`src/jsd_pkg.sv`:
```
// ---------------------------------------------------------------------------
// jsd_pkg
// Shared types and constants for the JSON string decoder.
// ---------------------------------------------------------------------------
package jsd_pkg;

  // field widths
  localparam int unsigned BYTE_W     = 8;
  localparam int unsigned DATA_W     = 32;
  localparam int unsigned COUNT_W    = 3;
  localparam int unsigned STATUS_W   = 2;
  localparam int unsigned KEPT_W     = 12;
  localparam int unsigned LIMIT_W    = 12;
  localparam int unsigned CFG_ADDR_W = 8;
  localparam int unsigned CFG_DATA_W = 12;
  localparam int unsigned PHASE_W    = 4;
  localparam int unsigned CP_W       = 21;

  // default width of the kept byte counter
  localparam int unsigned LENGTH_BITS_DEF = 12;

  // configuration register indexes
  localparam logic [CFG_ADDR_W-1:0] REG_KEEP_OUTPUT = 8'd0;
  localparam logic [CFG_ADDR_W-1:0] REG_BYTE_LIMIT  = 8'd1;

  // configuration reset values
  localparam logic               KEEP_OUTPUT_RST = 1'b1;
  localparam logic [LIMIT_W-1:0] BYTE_LIMIT_RST  = 12'd31;

  // status codes
  localparam logic [STATUS_W-1:0] ST_BUSY    = 2'd0;
  localparam logic [STATUS_W-1:0] ST_OK      = 2'd1;
  localparam logic [STATUS_W-1:0] ST_TOOLONG = 2'd2;
  localparam logic [STATUS_W-1:0] ST_INVALID = 2'd3;

  // decoder phase codes
  localparam logic [PHASE_W-1:0] PH_WAIT = 4'd0;
  localparam logic [PHASE_W-1:0] PH_BODY = 4'd1;
  localparam logic [PHASE_W-1:0] PH_ESC  = 4'd2;
  localparam logic [PHASE_W-1:0] PH_Q1   = 4'd3;
  localparam logic [PHASE_W-1:0] PH_Q2   = 4'd4;
  localparam logic [PHASE_W-1:0] PH_Q3   = 4'd5;
  localparam logic [PHASE_W-1:0] PH_Q4   = 4'd6;
  localparam logic [PHASE_W-1:0] PH_SBS  = 4'd7;
  localparam logic [PHASE_W-1:0] PH_SU   = 4'd8;
  localparam logic [PHASE_W-1:0] PH_L1   = 4'd9;
  localparam logic [PHASE_W-1:0] PH_L2   = 4'd10;
  localparam logic [PHASE_W-1:0] PH_L3   = 4'd11;
  localparam logic [PHASE_W-1:0] PH_L4   = 4'd12;
  localparam logic [PHASE_W-1:0] PH_UTF  = 4'd13;

  // one input transaction
  typedef struct packed {
    logic [BYTE_W-1:0] in_byte;
    logic              end_of_stream;
  } jsd_item_t;

  // configuration seen by the decoder
  typedef struct packed {
    logic               keep_output;
    logic [LIMIT_W-1:0] byte_limit;
  } jsd_cfg_t;

  // one result transaction
  typedef struct packed {
    logic [DATA_W-1:0]   out_data;
    logic [COUNT_W-1:0]  out_count;
    logic [STATUS_W-1:0] status;
    logic                done_res;
    logic [KEPT_W-1:0]   kept_length;
  } jsd_res_t;

endpackage

```
`src/jsd_if.sv`:
```
// ---------------------------------------------------------------------------
// jsd_if
// Valid/ready channel interfaces of the JSON string decoder.
// ---------------------------------------------------------------------------

// raw byte stream
interface jsd_in_if import jsd_pkg::*; ();
  logic              valid;
  logic              ready;
  logic [BYTE_W-1:0] in_byte;
  logic              end_of_stream;

  modport source (output valid, output in_byte, output end_of_stream, input ready);
  modport sink   (input valid, input in_byte, input end_of_stream, output ready);
endinterface

// decoded result stream
interface jsd_out_if import jsd_pkg::*; ();
  logic                valid;
  logic                ready;
  logic [DATA_W-1:0]   out_data;
  logic [COUNT_W-1:0]  out_count;
  logic [STATUS_W-1:0] status;
  logic                done_res;
  logic [KEPT_W-1:0]   kept_length;

  modport source (output valid, output out_data, output out_count, output status,
                  output done_res, output kept_length, input ready);
  modport sink   (input valid, input out_data, input out_count, input status,
                  input done_res, input kept_length, output ready);
endinterface

// configuration register writes
interface jsd_cfg_if import jsd_pkg::*; ();
  logic                  valid;
  logic                  ready;
  logic [CFG_ADDR_W-1:0] addr;
  logic [CFG_DATA_W-1:0] wdata;

  modport source (output valid, output addr, output wdata, input ready);
  modport sink   (input valid, input addr, input wdata, output ready);
endinterface

```
`src/jsd_engine.sv`:
```
// ---------------------------------------------------------------------------
// jsd_engine
// String decode state and the per-byte next-state and result logic.
// ---------------------------------------------------------------------------
module jsd_engine import jsd_pkg::*; #(
  parameter int unsigned LengthBits = LENGTH_BITS_DEF
) (
  input  logic      clk_i,
  input  logic      rst_ni,
  input  logic      advance_i,
  input  jsd_item_t item_i,
  input  jsd_cfg_t  cfg_i,
  output jsd_res_t  res_o
);

  localparam int unsigned CmpW = (LengthBits > LIMIT_W) ? LengthBits : LIMIT_W;
  localparam logic [LengthBits-1:0] CntMax = '1;

  // characters of interest
  localparam logic [BYTE_W-1:0] CH_QUOTE = 8'h22;
  localparam logic [BYTE_W-1:0] CH_BSL   = 8'h5c;
  localparam logic [BYTE_W-1:0] CH_SLASH = 8'h2f;
  localparam logic [BYTE_W-1:0] CH_B     = 8'h62;
  localparam logic [BYTE_W-1:0] CH_F     = 8'h66;
  localparam logic [BYTE_W-1:0] CH_N     = 8'h6e;
  localparam logic [BYTE_W-1:0] CH_R     = 8'h72;
  localparam logic [BYTE_W-1:0] CH_T     = 8'h74;
  localparam logic [BYTE_W-1:0] CH_U     = 8'h75;
  localparam logic [BYTE_W-1:0] CH_SP    = 8'h20;
  localparam logic [BYTE_W-1:0] CH_TAB   = 8'h09;
  localparam logic [BYTE_W-1:0] CH_LF    = 8'h0a;
  localparam logic [BYTE_W-1:0] CH_CR    = 8'h0d;

  // hex digit decode: bit 4 flags a valid digit
  function automatic logic [4:0] hex_digit(input logic [BYTE_W-1:0] b);
    logic [4:0] r;
    r = '0;
    if (b >= 8'h30 && b <= 8'h39) r = {1'b1, b[3:0]};
    else if ((b >= 8'h61 && b <= 8'h66) || (b >= 8'h41 && b <= 8'h46))
      r = {1'b1, b[3:0] + 4'd9};
    return r;
  endfunction

  // decode state
  logic [PHASE_W-1:0]    phase_q, phase_d;
  logic [15:0]           hex_q, hex_d;
  logic [9:0]            high_q, high_d;
  logic [CP_W-1:0]       u8acc_q, u8acc_d;
  logic [1:0]            u8left_q, u8left_d;
  logic [1:0]            u8tot_q, u8tot_d;
  logic [LengthBits-1:0] kept_q, kept_d;
  logic                  fits_q, fits_d;

  // step results
  logic                  bad, done, emit;
  logic [CP_W-1:0]       cp;
  logic [4:0]            hd;
  logic [15:0]           hex_new;
  logic [CP_W-1:0]       u8_new;
  logic [1:0]            u8left_new;
  logic [BYTE_W-1:0]     b;

  // encoder and packing
  logic [2:0]            enc_n, put_n, take;
  logic [BYTE_W-1:0]     enc_b [4];
  logic [CmpW-1:0]       lim_ext, lim_w;
  logic [LengthBits-1:0] lim, room;
  logic [LengthBits:0]   sum_w;
  logic [DATA_W-1:0]     packed_data;
  logic [CmpW-1:0]       kept_ext;

  assign b       = item_i.in_byte;
  assign hd      = hex_digit(b);
  assign hex_new = {hex_q[11:0], hd[3:0]};
  assign u8_new  = {u8acc_q[CP_W-7:0], b[5:0]};
  assign u8left_new = u8left_q - 2'd1;

  // per-byte phase logic
  always_comb begin
    phase_d  = phase_q;
    hex_d    = hex_q;
    high_d   = high_q;
    u8acc_d  = u8acc_q;
    u8left_d = u8left_q;
    u8tot_d  = u8tot_q;
    bad      = 1'b0;
    done     = 1'b0;
    emit     = 1'b0;
    cp       = '0;
    unique case (phase_q)
      PH_BODY: begin
        if (b == CH_QUOTE) done = 1'b1;
        else if (b < 8'h20) bad = 1'b1;
        else if (b == CH_BSL) phase_d = PH_ESC;
        else if (b < 8'h80) begin
          emit = 1'b1;
          cp   = CP_W'(b);
        end else if (b >= 8'hc2 && b <= 8'hdf) begin
          u8acc_d = CP_W'(b[4:0]); u8left_d = 2'd1; u8tot_d = 2'd1; phase_d = PH_UTF;
        end else if (b >= 8'he0 && b <= 8'hef) begin
          u8acc_d = CP_W'(b[3:0]); u8left_d = 2'd2; u8tot_d = 2'd2; phase_d = PH_UTF;
        end else if (b >= 8'hf0 && b <= 8'hf4) begin
          u8acc_d = CP_W'(b[2:0]); u8left_d = 2'd3; u8tot_d = 2'd3; phase_d = PH_UTF;
        end else bad = 1'b1;
      end
      PH_UTF: begin
        if (b[7:6] != 2'b10) bad = 1'b1;
        else begin
          u8acc_d  = u8_new;
          u8left_d = u8left_new;
          if (u8left_new == 2'd0) begin
            if ((u8tot_q == 2'd2 && u8_new < 21'h800) ||
                (u8tot_q == 2'd3 && u8_new < 21'h10000) ||
                (u8_new >= 21'hd800 && u8_new <= 21'hdfff) || u8_new > 21'h10ffff) begin
              bad = 1'b1;
            end else begin
              emit    = 1'b1;
              cp      = u8_new;
              phase_d = PH_BODY;
            end
          end
        end
      end
      PH_ESC: begin
        phase_d = PH_BODY;
        unique case (b)
          CH_QUOTE, CH_BSL, CH_SLASH: begin emit = 1'b1; cp = CP_W'(b); end
          CH_B: begin emit = 1'b1; cp = CP_W'(8'h08); end
          CH_F: begin emit = 1'b1; cp = CP_W'(8'h0c); end
          CH_N: begin emit = 1'b1; cp = CP_W'(8'h0a); end
          CH_R: begin emit = 1'b1; cp = CP_W'(8'h0d); end
          CH_T: begin emit = 1'b1; cp = CP_W'(8'h09); end
          CH_U: begin hex_d = '0; phase_d = PH_Q1; end
          default: bad = 1'b1;
        endcase
      end
      PH_Q1, PH_Q2, PH_Q3, PH_Q4: begin
        if (!hd[4]) bad = 1'b1;
        else begin
          hex_d = hex_new;
          if (phase_q != PH_Q4) phase_d = phase_q + 4'd1;
          else if (hex_new >= 16'hd800 && hex_new <= 16'hdbff) begin
            high_d  = hex_new[9:0];
            phase_d = PH_SBS;
          end else if (hex_new >= 16'hdc00 && hex_new <= 16'hdfff) bad = 1'b1;
          else begin
            emit    = 1'b1;
            cp      = CP_W'(hex_new);
            phase_d = PH_BODY;
          end
        end
      end
      PH_SBS: begin
        if (b == CH_BSL) phase_d = PH_SU;
        else bad = 1'b1;
      end
      PH_SU: begin
        if (b == CH_U) begin
          hex_d   = '0;
          phase_d = PH_L1;
        end else bad = 1'b1;
      end
      PH_L1, PH_L2, PH_L3, PH_L4: begin
        if (!hd[4]) bad = 1'b1;
        else begin
          hex_d = hex_new;
          if (phase_q != PH_L4) phase_d = phase_q + 4'd1;
          else if (hex_new < 16'hdc00 || hex_new > 16'hdfff) bad = 1'b1;
          else begin
            // low half bits never overlap the shifted high half
            emit    = 1'b1;
            cp      = 21'h10000 + CP_W'({high_q, hex_new[9:0]});
            phase_d = PH_BODY;
          end
        end
      end
      default: begin
        // waiting for the opening quote, unused codes included
        if (b == CH_QUOTE) begin
          phase_d  = PH_BODY;
          hex_d    = '0;
          high_d   = '0;
          u8acc_d  = '0;
          u8left_d = '0;
          u8tot_d  = '0;
        end else if (!(b == CH_SP || b == CH_TAB || b == CH_LF || b == CH_CR)) begin
          bad = 1'b1;
        end
      end
    endcase
    if (!bad && !done && item_i.end_of_stream) bad = 1'b1;
  end

  // utf-8 encoder for the code point of this byte
  always_comb begin
    enc_b[1] = '0;
    enc_b[2] = '0;
    enc_b[3] = '0;
    if (cp <= 21'h7f) begin
      enc_n    = 3'd1;
      enc_b[0] = cp[7:0];
    end else if (cp <= 21'h7ff) begin
      enc_n    = 3'd2;
      enc_b[0] = {3'b110, cp[10:6]};
      enc_b[1] = {2'b10, cp[5:0]};
    end else if (cp <= 21'hffff) begin
      enc_n    = 3'd3;
      enc_b[0] = {4'b1110, cp[15:12]};
      enc_b[1] = {2'b10, cp[11:6]};
      enc_b[2] = {2'b10, cp[5:0]};
    end else begin
      enc_n    = 3'd4;
      enc_b[0] = {5'b11110, cp[20:18]};
      enc_b[1] = {2'b10, cp[17:12]};
      enc_b[2] = {2'b10, cp[11:6]};
      enc_b[3] = {2'b10, cp[5:0]};
    end
  end

  // effective limit: smaller of byte_limit and counter maximum
  assign lim_ext = CmpW'(cfg_i.byte_limit);
  assign lim_w   = (lim_ext < CmpW'(CntMax)) ? lim_ext : CmpW'(CntMax);
  assign lim     = lim_w[LengthBits-1:0];
  assign put_n   = emit ? enc_n : 3'd0;
  assign room    = (lim > kept_q) ? (lim - kept_q) : '0;
  assign take    = (room >= LengthBits'(put_n)) ? put_n : room[2:0];
  assign sum_w   = {1'b0, kept_q} + (LengthBits + 1)'(put_n);

  // byte limit and counting
  always_comb begin
    fits_d = fits_q;
    if (cfg_i.keep_output) begin
      kept_d = kept_q + LengthBits'(take);
      if (take != put_n) fits_d = 1'b0;
    end else if (sum_w > (LengthBits + 1)'(CntMax)) begin
      kept_d = CntMax;
    end else begin
      kept_d = sum_w[LengthBits-1:0];
    end
  end

  // pack kept bytes, first byte lowest
  always_comb begin
    for (int i = 0; i < 4; i++) begin
      packed_data[i*BYTE_W +: BYTE_W] = (3'(i) < take) ? enc_b[i] : '0;
    end
  end

  assign kept_ext = CmpW'(kept_d);

  // result of this byte
  always_comb begin
    res_o.kept_length = kept_ext[KEPT_W-1:0];
    res_o.done_res    = bad || done;
    if (bad) begin
      res_o.out_data  = '0;
      res_o.out_count = '0;
      res_o.status    = ST_INVALID;
    end else begin
      res_o.out_data  = cfg_i.keep_output ? packed_data : '0;
      res_o.out_count = cfg_i.keep_output ? take : 3'd0;
      res_o.status    = done ? (fits_d ? ST_OK : ST_TOOLONG) : ST_BUSY;
    end
  end

  // state update, string state clears when a string ends
  always_ff @(posedge clk_i or negedge rst_ni) begin
    if (!rst_ni) begin
      phase_q  <= PH_WAIT;
      hex_q    <= '0;
      high_q   <= '0;
      u8acc_q  <= '0;
      u8left_q <= '0;
      u8tot_q  <= '0;
      kept_q   <= '0;
      fits_q   <= 1'b1;
    end else if (advance_i) begin
      if (bad || done) begin
        phase_q  <= PH_WAIT;
        hex_q    <= '0;
        high_q   <= '0;
        u8acc_q  <= '0;
        u8left_q <= '0;
        u8tot_q  <= '0;
        kept_q   <= '0;
        fits_q   <= 1'b1;
      end else begin
        phase_q  <= phase_d;
        hex_q    <= hex_d;
        high_q   <= high_d;
        u8acc_q  <= u8acc_d;
        u8left_q <= u8left_d;
        u8tot_q  <= u8tot_d;
        kept_q   <= kept_d;
        fits_q   <= fits_d;
      end
    end
  end

endmodule

```
`src/json_string_decoder.sv`:
```
// ---------------------------------------------------------------------------
// json_string_decoder
// Decodes one JSON string from a byte stream into UTF-8 with strict checks.
// ---------------------------------------------------------------------------
//  channel  dir  payload                                        role
//  in_i     in   in_byte, end_of_stream                         raw bytes
//  out_o    out  out_data, out_count, status, done_res,         one result per byte
//                kept_length
//  cfg_i    in   addr, wdata                                    register writes
//
//  One byte per cycle sustained while out_o.ready holds; each byte gives exactly one
//  result, passing through the input register and then the result register.
//  The string state updates as a byte moves into the result register.
//  Reset: keep_output = 1, byte_limit = 31, decoder waits for an opening quote.
//  A stalled result holds in the result register; one more byte waits in the
//  input register, after which in_i.ready drops.
module json_string_decoder import jsd_pkg::*; #(
  parameter int unsigned LengthBits = LENGTH_BITS_DEF
) (
  input  logic    clk_i,
  input  logic    rst_ni,
  jsd_in_if.sink  in_i,
  jsd_out_if.source out_o,
  jsd_cfg_if.sink cfg_i
);

  // configuration registers
  logic               keep_q;
  logic [LIMIT_W-1:0] limit_q;
  jsd_cfg_t           cfg;

  // input stage
  logic      s1_vq;
  jsd_item_t s1_q;

  // result stage
  logic     o_vq;
  jsd_res_t o_q;
  jsd_res_t res;

  logic o_free, advance;

  assign cfg_i.ready = 1'b1;

  // register writes, unknown indexes are ignored
  always_ff @(posedge clk_i or negedge rst_ni) begin
    if (!rst_ni) begin
      keep_q  <= KEEP_OUTPUT_RST;
      limit_q <= BYTE_LIMIT_RST;
    end else if (cfg_i.valid) begin
      if (cfg_i.addr == REG_KEEP_OUTPUT) keep_q <= cfg_i.wdata[0];
      if (cfg_i.addr == REG_BYTE_LIMIT) limit_q <= cfg_i.wdata[LIMIT_W-1:0];
    end
  end

  assign cfg.keep_output = keep_q;
  assign cfg.byte_limit  = limit_q;

  // pipeline flow control
  assign o_free     = !o_vq || out_o.ready;
  assign advance    = s1_vq && o_free;
  assign in_i.ready = !s1_vq || o_free;

  // input register
  always_ff @(posedge clk_i or negedge rst_ni) begin
    if (!rst_ni) begin
      s1_vq <= 1'b0;
    end else if (in_i.valid && in_i.ready) begin
      s1_vq <= 1'b1;
    end else if (advance) begin
      s1_vq <= 1'b0;
    end
  end

  always_ff @(posedge clk_i) begin
    if (in_i.valid && in_i.ready) begin
      s1_q.in_byte       <= in_i.in_byte;
      s1_q.end_of_stream <= in_i.end_of_stream;
    end
  end

  // decode state and per-byte logic
  jsd_engine #(
    .LengthBits(LengthBits)
  ) u_engine (
    .clk_i    (clk_i),
    .rst_ni   (rst_ni),
    .advance_i(advance),
    .item_i   (s1_q),
    .cfg_i    (cfg),
    .res_o    (res)
  );

  // result register
  always_ff @(posedge clk_i or negedge rst_ni) begin
    if (!rst_ni) begin
      o_vq <= 1'b0;
    end else if (advance) begin
      o_vq <= 1'b1;
    end else if (out_o.ready) begin
      o_vq <= 1'b0;
    end
  end

  always_ff @(posedge clk_i) begin
    if (advance) o_q <= res;
  end

  assign out_o.valid       = o_vq;
  assign out_o.out_data    = o_q.out_data;
  assign out_o.out_count   = o_q.out_count;
  assign out_o.status      = o_q.status;
  assign out_o.done_res    = o_q.done_res;
  assign out_o.kept_length = o_q.kept_length;

  // an invalid string end carries no bytes
  a_invalid_empty: assert property (@(posedge clk_i) disable iff (!rst_ni)
    out_o.valid && out_o.status == ST_INVALID |-> out_o.out_count == 3'd0 &&
    out_o.out_data == '0)
    else $error("invalid result carries data");

  // final status exactly on the string end
  a_done_status: assert property (@(posedge clk_i) disable iff (!rst_ni)
    out_o.valid |-> out_o.done_res == (out_o.status != ST_BUSY))
    else $error("done_res and status disagree");

  // validate-only mode emits nothing
  a_validate_quiet: assert property (@(posedge clk_i) disable iff (!rst_ni)
    advance && !keep_q |=> out_o.out_count == 3'd0)
    else $error("bytes emitted while validating only");

  // a byte moved on always shows up as a result
  a_advance_result: assert property (@(posedge clk_i) disable iff (!rst_ni)
    advance |=> o_vq)
    else $error("result lost after advance");

endmodule
```
`src/flat_wrapper.sv`:
```
// flat-port wrapper written by rule: the top's interface ports become plain ports
module json_string_decoder_flat import jsd_pkg::*;
#(
  parameter int unsigned LengthBits = LENGTH_BITS_DEF
)
  (clk_i, rst_ni, in_i_valid, in_i_in_byte, in_i_end_of_stream, in_i_ready, out_o_valid, out_o_out_data, out_o_out_count, out_o_status, out_o_done_res, out_o_kept_length, out_o_ready, cfg_i_valid, cfg_i_addr, cfg_i_wdata, cfg_i_ready);
  jsd_in_if in_i_i ();
  jsd_out_if out_o_i ();
  jsd_cfg_if cfg_i_i ();
  input  logic clk_i;
  input  logic rst_ni;
  input wire logic [$bits(in_i_i.valid)-1:0] in_i_valid;
  input wire logic [$bits(in_i_i.in_byte)-1:0] in_i_in_byte;
  input wire logic [$bits(in_i_i.end_of_stream)-1:0] in_i_end_of_stream;
  output wire logic [$bits(in_i_i.ready)-1:0] in_i_ready;
  output wire logic [$bits(out_o_i.valid)-1:0] out_o_valid;
  output wire logic [$bits(out_o_i.out_data)-1:0] out_o_out_data;
  output wire logic [$bits(out_o_i.out_count)-1:0] out_o_out_count;
  output wire logic [$bits(out_o_i.status)-1:0] out_o_status;
  output wire logic [$bits(out_o_i.done_res)-1:0] out_o_done_res;
  output wire logic [$bits(out_o_i.kept_length)-1:0] out_o_kept_length;
  input wire logic [$bits(out_o_i.ready)-1:0] out_o_ready;
  input wire logic [$bits(cfg_i_i.valid)-1:0] cfg_i_valid;
  input wire logic [$bits(cfg_i_i.addr)-1:0] cfg_i_addr;
  input wire logic [$bits(cfg_i_i.wdata)-1:0] cfg_i_wdata;
  output wire logic [$bits(cfg_i_i.ready)-1:0] cfg_i_ready;
  assign in_i_i.valid = in_i_valid;
  assign in_i_i.in_byte = in_i_in_byte;
  assign in_i_i.end_of_stream = in_i_end_of_stream;
  assign in_i_ready = in_i_i.ready;
  assign out_o_valid = out_o_i.valid;
  assign out_o_out_data = out_o_i.out_data;
  assign out_o_out_count = out_o_i.out_count;
  assign out_o_status = out_o_i.status;
  assign out_o_done_res = out_o_i.done_res;
  assign out_o_kept_length = out_o_i.kept_length;
  assign out_o_i.ready = out_o_ready;
  assign cfg_i_i.valid = cfg_i_valid;
  assign cfg_i_i.addr = cfg_i_addr;
  assign cfg_i_i.wdata = cfg_i_wdata;
  assign cfg_i_ready = cfg_i_i.ready;
  json_string_decoder #(.LengthBits(LengthBits)) u_core (.clk_i(clk_i), .rst_ni(rst_ni), .in_i(in_i_i), .out_o(out_o_i), .cfg_i(cfg_i_i));
endmodule
```
`config.mk`:
```
export PLATFORM = sky130hd
export DESIGN_NAME = json_string_decoder_flat
export DESIGN_NICKNAME = d
export VERILOG_FILES = /design/src/jsd_pkg.sv /design/src/jsd_if.sv /design/src/jsd_engine.sv /design/src/json_string_decoder.sv /design/src/flat_wrapper.sv
export SDC_FILE = /design/constraint.sdc
export NUM_CORES = 1
export LEC_CHECK = 0
export BUFFER_PORTS_ARGS = -buffer_cell sky130_fd_sc_hd__buf_2
export CAP_MARGIN = 20
export CORE_MARGIN = 2
export CORE_UTILIZATION = 45
export DETAILED_ROUTE_END_ITERATION = 12
export HOLD_SLACK_MARGIN = 0.15
export PLACE_DENSITY = 0.65
export SLEW_MARGIN = 40
export SYNTH_ARGS = -nofsm -noshare
export SYNTH_HDL_FRONTEND = slang
export SYNTH_SLANG_ARGS = --single-unit
```
`constraint.sdc`:
```
create_clock -name clk_i -period 8.7 [get_ports clk_i]
set_input_delay 1.74 -clock clk_i [delete_from_list [all_inputs] [get_ports clk_i]]
set_output_delay 1.74 -clock clk_i [all_outputs]
set_load 0.02 [all_outputs]
```
* Word level (Yosys, flattened, before mapping)
Index checks and enable logic that the tools add are counted.
Widths: inputs -> output; s select.
** Operators by class
- $add $sub $neg :: 7
- Multiply operators :: 0
- Divide/modulo/power cells :: 0
- $lt $le $gt $ge :: 36
- Equality and inequality tests :: 59
- Shifts and indexed selects :: 0
- Muxes and demuxes :: 141
- Bitwise operators :: 5
- Reductions and logical operators :: 65
** Operators by type and width (number)
- $mux 15 :: 10
- $mux 21 :: 7
- $mux 12 :: 9
- $pmux 21 s5 :: 1
- $mux 4 :: 21
- $mux 16 :: 4
- $eq 8x7->1 const B :: 7
- $mux 10 :: 5
- $mux 8 :: 6
- $pmux 8 s6 :: 1
- $mux 1 :: 47
- $pmux 15 s3 :: 1
- $le 21x16->1 const B :: 2
- $ne 3x2->1 const B :: 13
- $pmux 12 s3 :: 1
- $ge 16x16->1 const B :: 2
- $le 16x16->1 const B :: 2
- $mux 2 :: 14
- $pmux 4 s7 :: 1
- $eq 4x4->1 const B :: 6
- $eq 8x4->1 const B :: 3
- $eq 8x6->1 const B :: 3
- $ge 8x8->1 const B :: 3
- $le 8x8->1 const B :: 3
- 74 further kinds :: 141
** Word-level totals
- Bits in registers :: 132
- Latch bits :: 0
- Memory bits (writable) :: 0
- Bits in read-only memories :: 0
- Bits of input ports :: 34
- Output and inout port bits :: 53
- Word-level logic and storage cells :: 337
- Memories :: 0

* Depth between registers and ports, before layout
- Depth after elaboration :: 24
- Depth in mapped cells :: 29

* By module
Synthesis repeated with hierarchy kept, for this count alone.
** Unflattened totals
- Cell total of the unflattened synthesis :: 994
- Area, all modules :: 9168.8 um^2
** Modules (own cells, without submodules)
- jsd_engine :: instances 1, cells each 894, area an instance 6706.4 um^2, sequential area each 1452.6 um^2
- json_string_decoder :: instances 1, cells each 100, area an instance 2462.4 um^2, sequential area each 2154.6 um^2

* Worst setup path after synthesis
Ideal clock, no wire load.
- Path type :: register to register
- Start point :: register u_core.s1_q[1] in the netlist's numbering
- End point :: register u_core.u_engine.kept_q[7]
- Data arrival time :: 6091 ps
- Data required time :: 8491 ps
- Path slack :: 2400 ps
- Cell stages (with the launch flop) :: 28
- Clock period less this slack :: 6300 ps
- Cells stage by stage :: edfxtp_1 -> inv_1 -> ha_1 -> or3b_2 -> or2_0 -> clkbuf_1 -> nand4b_1 -> o21ai_0 -> or3_1 -> and3_1 -> ha_1 -> nand2b_1 -> a21o_1 -> a21oi_1 -> o2111ai_1 -> a2111oi_0 -> a21oi_1 -> a2bb2oi_1 -> buf_2 -> inv_1 -> ha_1 -> a21oi_1 -> nor2_1 -> mux2_2 -> nand2_1 -> o211ai_1 -> nand3_1 -> o21ai_0
** RTL lines
- from (decl) :: RTL line json_string_decoder.sv:34 : jsd_item_t s1_q;
- to (signal assigned) :: RTL line jsd_engine.sv:294 : kept_q <= kept_d;
- to (decl) :: RTL line jsd_engine.sv:51 : logic [LengthBits-1:0] kept_q, kept_d;

==> flow_summary.yaml <==
outcome:
  status: "finished clean"
timing:
  final.setup_skew_ns: 0.0105
  worst_pin_slew_ns: 0.797
  hold_viol_final: 0
  fin_setup_tns_ns: 0
  layout_min_cycle_time_ns: 7.21
  relSlewSlack_pct: 46.8
  slew_violations: 0
  timing.fmax_mhz: 139
  period_share_pct: 82.9
  setup_viol_count_final: 0
  rsz0062_at_grt: "no"
worst_hold_path:
  hp-class: "flip-flop to flip-flop"
global_route:
  grt-busiest-layer: "met2"
  grt_pass1_wl_mm: 38.6
  grt_use_total_pct: 24.0
  grt_pass1_vias: 7273
  grt_max_degree: 74
  overflow: 0
  use_met2_pct: 38.7
  grt_antenna_before_repair: 0
  met1_usage_pct: 31.6
  grtUsageMet3_pct: 5.53
cells_and_area:
  final_core_utilization_pct: 51.8
  nFillCells: 1798
  drive_above_1_share_pct: 19.8
  postLayoutCellArea_sq_mm: 0.0100
  diodes: 0
  finalNonFillerCells: 1281
  fin_nets: 1071
  area_growth_pct: 13.3
detailed_routing:
  wl_mm: 24.2
  ant_nets: 0
  routed_via_density: 6.08
  vias: 7784
  first_pass_iters: 5
  wire_per_inst_um: 18.9
  drt_iter0_drc: 704
  drc: 0
setup_path:
  cpMostUsedCell: "a21oi_1"
  arrival_ns: 7.55
  path_class: "flip-flop to flip-flop"
  startpoint_type: "flip-flop"
  crit_family: "compound AO/OA/AOI/OAI gates"
  cpPeakStageDelay_ns: 0.70
  worstSetupEndpointType: "flip-flop"
  worstPathMaxFanout: 11
  cpMaxStageDelayCell: "a2111oi_1"
  crit_buf_inv: 3
  required_ns: 9.04
synthesis:
  ys.flop_type: "dfrtp_1"
  ys_seq_area_share_pct: 39.8
  synth_edf_count: 56
  yosys-top-cells-area: "edfxtp_1, dfrtp_1, mux2_2"
  synth_top_area_share_pct: 19.0
  yosys_warnings: 0
  ys_ff_latch: 129
  synthArstFlopShare_pct: 56.6
  yosysTopAreaCell: "edfxtp_1"
  avgSynthCellArea_sq_um: 9.37
  syn_area_sq_mm: 0.00884
  synthTopCellsByCount: "nand2_1, nor2_1, dfrtp_1, edfxtp_1, inv_1"
  netlist_instances: 943
  synth.most_common_cell: "nand2_1"
  synth_cell_types: 92
power:
  p_leak_nw: 4.10
  internal_power_mw: 1.12
  p_sw_mw: 0.421
  power_density_mw_per_mm2: 154
  power_frac_comb_pct: 11.8
  max-vdd-ir-drop_mv: 0.134
  pwr-share-clk_pct: 44.3
  p_seq_share_pct: 43.9
  swShare_pct: 27.3
clocking:
  numCtsBuffers: 17
  clockRootBuffer: "clkbuf_16"
  cts_resized: 0
  clkTransAtPathRegs_ns: 0.06
  clock_sinks: 129
  postCtsSetupBuffers: 0
  cts_tree: "done"
  htree_levels: 4
  cts_hold_buf: 0
  clock_path_buffers: 2
  clk_latency_ns: 0.43
placement:
  place.gp.congestion: 0.937
  dp_cells: 1247
  dpl_cell_area_sq_mm: 0.00942
  hpwl_mm: 17.7
  port_buffers: 82
floorplan:
  dieHeight_um: 144
  dieArea_sq_mm: 0.0208
  fp.coreArea_sq_mm: 0.0193
  die_width_um: 144
  start_util_pct: 45.7
  rows: 51
  ios: 87
run:
  cap_violations: 0
[through the flow]
stage | total power, mW | hold slack [ns] | setup slack (ns)
4_1_cts | 1.55 | 0.504 | 1.58
6_report | 1.54 | 0.497 | 1.49
5_1_grt | 1.60 | 0.521 | 0.746
3_5_place_dp | 0.867 | 0.500 | 1.63
2_1_floorplan | 0.811 | 0.457 | 2.40
3_3_place_gp | 0.866 | 0.483 | 1.78
[layout make-up]
cell class	count	area (sq um)	share of cell area (%)
inverter	50	188	1.88
sequential	129	3520	35.1
clock inverter	14	129	1.29
tap	265	332	3.31
clock buffer	18	429	4.29
timing repair buffer	95	522	5.21
multi-input combinational	710	4890	48.9
[power by group through the flow]
stage	combinational [mW]	sequential (mW)	clock, mW
2_1_floorplan	0.114	0.697	0
3_3_place_gp	0.177	0.688	0
3_5_place_dp	0.178	0.689	0
4_1_cts	0.179	0.677	0.694
5_1_grt	0.199	0.679	0.722
6_report	0.182	0.677	0.684
[worst paths after layout]
path                                 from                          to  slack [ns]  cells past startpoint
max                        u_core.s1_q[1]  u_core.u_engine.kept_q[10]        1.49                     28
min                          u_core.s1_vq          u_core.out_o.valid        0.50                      1
max reg2reg                u_core.s1_q[1]  u_core.u_engine.kept_q[10]        1.49                     28
min reg2reg                  u_core.s1_vq          u_core.out_o.valid        0.50                      1
max in group asynchronous          rst_ni  u_core.u_engine.u8acc_q[3]        6.87                      1
min in group asynchronous          rst_ni                u_core.s1_vq        1.35                      1
[kinds of logic (layout without fill, tap and decap cells)]
group,count (synthesis),after routing,synth area share (%)
fa+ha+maj,34,34,5.07
buf+inv,106,177,4.93
xor+xnor,11,11,1.09
simple gates,343,343,20.8
other cells,2,4,0.0850
flops,129,129,39.8
mux,61,61,7.43
compound gates,257,257,20.8
[registers in the layout, indices dropped and copies added (netlist names), 2 cells and up]
signal                    flops
u_core.limit_q               12
u_core.out_o.kept_length     12
u_core.out_o.out_count        3
u_core.out_o.out_data        29
u_core.out_o.status           2
u_core.s1_q                   9
u_core.u_engine.hex_q        12
u_core.u_engine.high_q       10
u_core.u_engine.kept_q       12
u_core.u_engine.phase_q       4
u_core.u_engine.u8acc_q      15
u_core.u_engine.u8left_q      2
u_core.u_engine.u8tot_q       2
[placed cells by master, fill, tap and decap left out, types with 8 or more instances in the layout]
| cell type | synthesis | routed |
|---|---|---|
| buf_2 | 12 | 83 |
| nand2_1 | 69 | 69 |
| nor2_1 | 68 | 68 |
| dfrtp_1 | 66 | 66 |
| edfxtp_1 | 56 | 56 |
| inv_1 | 48 | 48 |
| a21oi_1 | 47 | 47 |
| o21ai_0 | 44 | 44 |
| nor3_1 | 38 | 38 |
| mux2_2 | 36 | 36 |
| ha_1 | 31 | 31 |
| nand3_1 | 30 | 30 |
| mux2i_1 | 24 | 24 |
| nor4_1 | 23 | 23 |
| nor2b_1 | 18 | 18 |
| clkbuf_16 | 0 | 17 |
| a22o_1 | 16 | 16 |
| and3_1 | 15 | 15 |
| o211ai_1 | 13 | 13 |
| nand2b_1 | 12 | 12 |
| a22oi_1 | 12 | 12 |
| o21a_1 | 11 | 11 |
| o22ai_1 | 11 | 11 |
| a211oi_1 | 11 | 11 |
| buf_4 | 6 | 10 |
| nand4_1 | 9 | 9 |
| o31ai_1 | 8 | 8 |
| and2_1 | 8 | 8 |
| xnor2_1 | 8 | 8 |
[worst register-to-register path: cells and delay by family, from the launching register on]
kind	cells	cell delay, ns
AOI/OAI and AO/OA	14	3.45
adders and majority gates	4	1.18
and+or+nand+nor	7	1.47
buffers and inverters	3	0.52
DFF	1	0.51
[layer usage]
metal,wire length [um],up-vias
li1,-,3685
met1,10700,3752
met2,11300,295
met3,1540,52
met4,645,0
met5,0,-
(Power assumes the default switching activity.)
